--- config.mk ---
export PLATFORM = sky130hd
export DESIGN_NAME = rbw_sqrt
export DESIGN_NICKNAME = d
export VERILOG_FILES = /design/src/rbw_sqrt.sv
export SDC_FILE = /design/constraint.sdc
export NUM_CORES = 2
export LEC_CHECK = 0
export BUFFER_PORTS_ARGS = -buffer_cell sky130_fd_sc_hd__buf_2
export CAP_MARGIN = 40
export CORE_MARGIN = 2
export CORE_UTILIZATION = 32
export DETAILED_ROUTE_END_ITERATION = 6
export PLACE_DENSITY = 0.55
export SYNTH_ARGS = -nofsm -noshare
export SYNTH_HDL_FRONTEND = slang
export SYNTH_MEMORY_MAX_BITS = 65536
export SYNTH_SLANG_ARGS = --single-unit
--- constraint.sdc ---
create_clock -name clock -period 5.6 [get_ports clock]
set_input_delay 0.84 -clock clock [delete_from_list [all_inputs] [get_ports clock]]
set_output_delay 0.84 -clock clock [all_outputs]
set_load 0.05 [all_outputs]
--- src/rbw_sqrt.sv ---
// Pipelined integer square root, one root bit per stage, with a side tag per beat.
// Gives the floor of the root. Self-contained.
`default_nettype none

module rbw_sqrt #(
   parameter int unsigned ROOT_W = 32,
   parameter int unsigned TAG_W  = 1
) (
   input  logic                  clock,
   input  logic                  reset,
   input  logic                  en,
   input  logic                  in_valid,
   input  logic [2*ROOT_W-1:0]   in_rad,
   input  logic [TAG_W-1:0]      in_tag,
   output logic                  out_valid,
   output logic [ROOT_W-1:0]     out_root,
   output logic [TAG_W-1:0]      out_tag
);

   logic [ROOT_W:0]           valid_ff;
   logic [2*ROOT_W-1:0]       rad_ff  [ROOT_W];
   logic [ROOT_W:0]           rem_ff  [ROOT_W];
   logic [ROOT_W-1:0]         root_ff [ROOT_W+1];
   logic [TAG_W-1:0]          tag_ff  [ROOT_W+1];
   logic [ROOT_W+2:0]         shifted [ROOT_W];
   logic [ROOT_W+2:0]         trial   [ROOT_W];
   logic                      take    [ROOT_W];
   logic [ROOT_W-1:0]         root_in [ROOT_W];
   logic [ROOT_W:0]           rem_in  [ROOT_W-1];

   always_comb begin
      for (int k = 0; k < ROOT_W; k++) begin
         shifted[k] = {rem_ff[k], rad_ff[k][2*ROOT_W-1 -: 2]};
         trial[k]   = {1'b0, root_ff[k], 2'b01};
         take[k]    = (shifted[k] >= trial[k]);
         root_in[k] = {root_ff[k][ROOT_W-2:0], take[k]};
      end
      for (int k = 0; k < ROOT_W - 1; k++) begin
         rem_in[k] = take[k] ? (ROOT_W+1)'(shifted[k] - trial[k]) : shifted[k][ROOT_W:0];
      end
   end

   always_ff @(posedge clock) begin
      if (reset) begin
         valid_ff <= '0;
      end else if (en) begin
         valid_ff <= {valid_ff[ROOT_W-1:0], in_valid};
      end
   end

   always_ff @(posedge clock) begin
      if (en) begin
         rad_ff[0]  <= in_rad;
         rem_ff[0]  <= '0;
         root_ff[0] <= '0;
         tag_ff[0]  <= in_tag;
         for (int k = 0; k < ROOT_W - 1; k++) begin
            rad_ff[k+1] <= rad_ff[k] << 2;
            rem_ff[k+1] <= rem_in[k];
         end
         for (int k = 0; k < ROOT_W; k++) begin
            root_ff[k+1] <= root_in[k];
            tag_ff[k+1]  <= tag_ff[k];
         end
      end
   end

   assign out_valid = valid_ff[ROOT_W];
   assign out_root  = root_ff[ROOT_W];
   assign out_tag   = tag_ff[ROOT_W];

endmodule

`default_nettype wire

==> summary.txt <==
Timing
  • Hold slack: 102 ps
  • Final setup TNS: 0 ps
  • Minimum clock period: 4210 ps
  • Fin crit share: 0.751
  • FMAX: 0.238 GHz
  • Final hold vios: 0
  • Unrepaired setup endpoints after global routing: no
  • Max-slew headroom: 0.291
  • Worst Clk Skew: 76.3 ps
  • Final setup fails: 0
  • Final worst slack: 1390 ps
  • Max-slew violations: 0
  • Pin slew with the least headroom to its limit: 1060 ps

Synth
  • Simple-Gate Fraction of Synth Area: 0.0991
  • Yosys warns: 0
  • Post-Syn Area: 121000 µm²
  • Sequential fraction of the synthesis area: 0.648
  • Mean Syn Cell Area: 13.0 µm²
  • XOR/XNOR Fraction of Synth Area: 0.0572
  • Post-synth EDFFs: 2592
  • Flops & latches, synth: 2625
  • Post-synthesis compound-gate area fraction: 0.0958
  • Multiplexer share of the synthesized area: 0.0118
  • Async set-reset flop share out of synthesis: 0
  • Syn Inst Count: 9339
  • Netlist cell types: 89
  • Largest family of logic cells by synthesized area: simple AND/OR/NAND/NOR gates
  • Dominant synthesized flop cell: edfxtp_1
  • Synth Area in Adders: 0.0579
  • Post-synthesis net count: 9969

CTS
  • CTS buffer count: 306
  • Post-cts sizing count: 0
  • CTS root buf: clkbuf_16
  • CTS sink cnt: 2625
  • Worst skew pair latency: 920 ps
  • TritonCTS clock tree: yes
  • Post-CTS Setup Inserts: 0
  • Worst-path clk slew: 60 ps
  • CTS max path bufs: 4
  • CTS H-Tree Depth: 5

Detailed routing
  • Via density: 4.87
  • 1st-iter DRT viols: 5751
  • DRC Markers: 0
  • Drt total wl: 263000 µm
  • Final ANT Viol Nets: 0
  • Drt pass-1 iters: 7
  • Routed via count: 72.4k
  • Wire length per cell: 17.7 µm

Floorplan
  • Die footprint: 384000 µm²
  • Die H: 619 µm
  • Std cell rows: 225
  • Die X: 619 µm
  • Initial core utilization: 0.322
  • # IOs: 103
  • CORE AREA: 376000 µm²

Placement
  • Placed insts: 14.3k
  • Hpwl dp: 186000 µm
  • Post-place setup slack: 1430 ps
  • Placer congestion estimate: 0.891
  • # port buffers: 102

Cells and area
  • Area of the multi-input gates: 39100 µm²
  • Ratio of cells with drive above 1 in the final layout: 0.0836
  • Seq. cell area: 78500 µm²
  • Layout Area Growth over Synthesis: 14.0%
  • Post-Layout Cell Count: 14.9k
  • Nets: 10.3k
  • Filler cells: 35.7k

Setup path
  • CP cell instances: inv_1 > ha_1 > and3_1 > nand3_1 > nor2_1 > a211oi_1 > o31ai_1 > o21ai_0 > or4b_2 > nor4_1 > xor2_1
  • CP Max Fanout: 5
  • Slowest stage cell, crit path: or4b_2
  • WP buf/inv: 1
  • Max incr delay on CP: 740 ps
  • Critical Path Sink Type: flop
  • Worst EP required: 6190 ps
  • Reg2reg start: root_ff[0][552]
  • Critical path class: flop to flop
  • Startpoint Class: flop
  • Delay-heaviest family, CP: simple AND/OR/NAND/NOR gates
  • Crit path from: root_ff[0][552]
  • Data arrival time of the worst path: 4800 ps

GRT
  • Vias in the first global route: 73.1k
  • GRT overflow: 0
  • Initial antenna violation count: 2
  • Global-route usage over all layers: 0.134
  • Largest net degree at the start of global routing: 135
  • First-pass GRT wire length: 412000 µm

Power
  • Lkg Pwr: 51.9 nW
  • Max IR drop VDD: 258 µV
  • PwrDens: 410 nW/µm²

Min path
  • HP Start: in_rad[33]
  • Worst min-delay path class: input pin to flop

Flow run
  • Max-cap viol count: 0

Status
  • Status: finished clean
## layout make-up
class / count / share of cell area
Antenna cell: 2 / 0.0000362
Inverter: 722 / 0.0196
Tap cell: 4994 / 0.0452
Clock inverter: 171 / 0.0125
Timing Repair Buffer: 225 / 0.0128
Multi-Input combinational cell: 5767 / 0.283
Sequential cell: 2625 / 0.568
Clock buffer: 374 / 0.0586
## kinds of logic (layout without fill, tap and decap cells)
group,count (synthesis),after routing
XOR/XNOR,792,792
adder cells (fa/ha/maj),561,561
AND/OR/NAND/NOR,2428,2428
buffers and inverters,947,1492
flip-flops,2625,2625
other,1,3
AO/OA/AOI/OAI,1853,1853
multiplexers,132,132
## cell usage after synthesis (all sizes together) (69+ instances only)
| cell type | count | area (µm²) |
|---|---|---|
| inv | 721 | 2710 |
| nor2 | 674 | 2530 |
| ha | 561 | 7020 |
| clkbuf | 176 | 661 |
| or4 | 69 | 522 |
| xor2 | 388 | 3400 |
| edfxtp | 2592 | 77800 |
| nor2b | 75 | 469 |
| nand4 | 120 | 751 |
| nand3 | 160 | 801 |
| or3 | 87 | 549 |
| o21a | 105 | 788 |
| nand2b | 111 | 694 |
| xnor2 | 404 | 3540 |
| nor4 | 112 | 707 |
| o21ai | 407 | 2040 |
| nor3 | 235 | 1180 |
| mux2 | 85 | 957 |
| a21oi | 607 | 3040 |
| nand2 | 550 | 2060 |
| a21o | 234 | 1760 |
## power by group
group | switching, W | internal [W] | leakage [nW]
Sequential | 0.00153 | 0.0246 | 25.2
Combinational | 0.00631 | 0.00452 | 22.0
Clock | 0.00803 | 0.0116 | 4.77
Total | 0.0159 | 0.0408 | 51.9
## cell usage in the layout, fill, tap and decap left out, drive strengths merged, types with 52 or more instances in the layout
cell type / synthesis / routed
nor3: 235 / 235
o21ai: 407 / 407
mux2: 85 / 85
a21o: 234 / 234
xor2: 388 / 388
or4: 69 / 69
buf: 49 / 216
nor2b: 75 / 75
or3: 87 / 87
nand4: 120 / 120
nor4: 112 / 112
nand2b: 111 / 111
clkinv: 1 / 113
o21bai: 59 / 59
o21a: 105 / 105
nor2: 674 / 674
xnor2: 404 / 404
nand3: 160 / 160
a21oi: 607 / 607
clkbuf: 176 / 375
a31oi: 52 / 52
nand2: 550 / 550
o31ai: 59 / 59
inv: 721 / 736
edfxtp: 2592 / 2592
ha: 561 / 561
## state kept, by name, indices dropped and copies added, names as in the netlist
signal and cells:
rad_ff 1056, rem_ff 975, root_ff 528, tag_ff 33, valid_ff 33
## timing repair
item	CTS	global route
endpoints found under the hold margin	6	0
endpoints found under the setup margin	0	0
hold buffers	6	0
## path summary, 6_finish.rpt
check              endpoint  slack (ps)  cells after the start
min reg2reg  rad_ff[1][958]         390                      0
max           rem_ff[1][93]        1390                     11
min           rad_ff[0][33]         100                      1
max reg2reg   rem_ff[1][93]        1390                     11
## routing by layer
layer	track usage	share of wire
met4	0.0565	0.043
met5	0	0
met1	0.172	0.45
met2	0.225	0.47
met3	0.0198	0.038
## stage by stage
| stage | util | instance area [µm²] | power, W |
|---|---|---|---|
| 2_1_floorplan | - | 121000 | 0.0338 |
| 3_3_place_gp | 0.340 | 128000 | 0.0371 |
| 3_5_place_dp | 0.341 | 128000 | 0.0373 |
| 4_1_cts | 0.367 | 138000 | 0.0574 |
| 5_1_grt | 0.367 | 138000 | 0.0597 |
| 6_report | 0.367 | 138000 | 0.0566 |
Power figures use the tool's default switching activity.
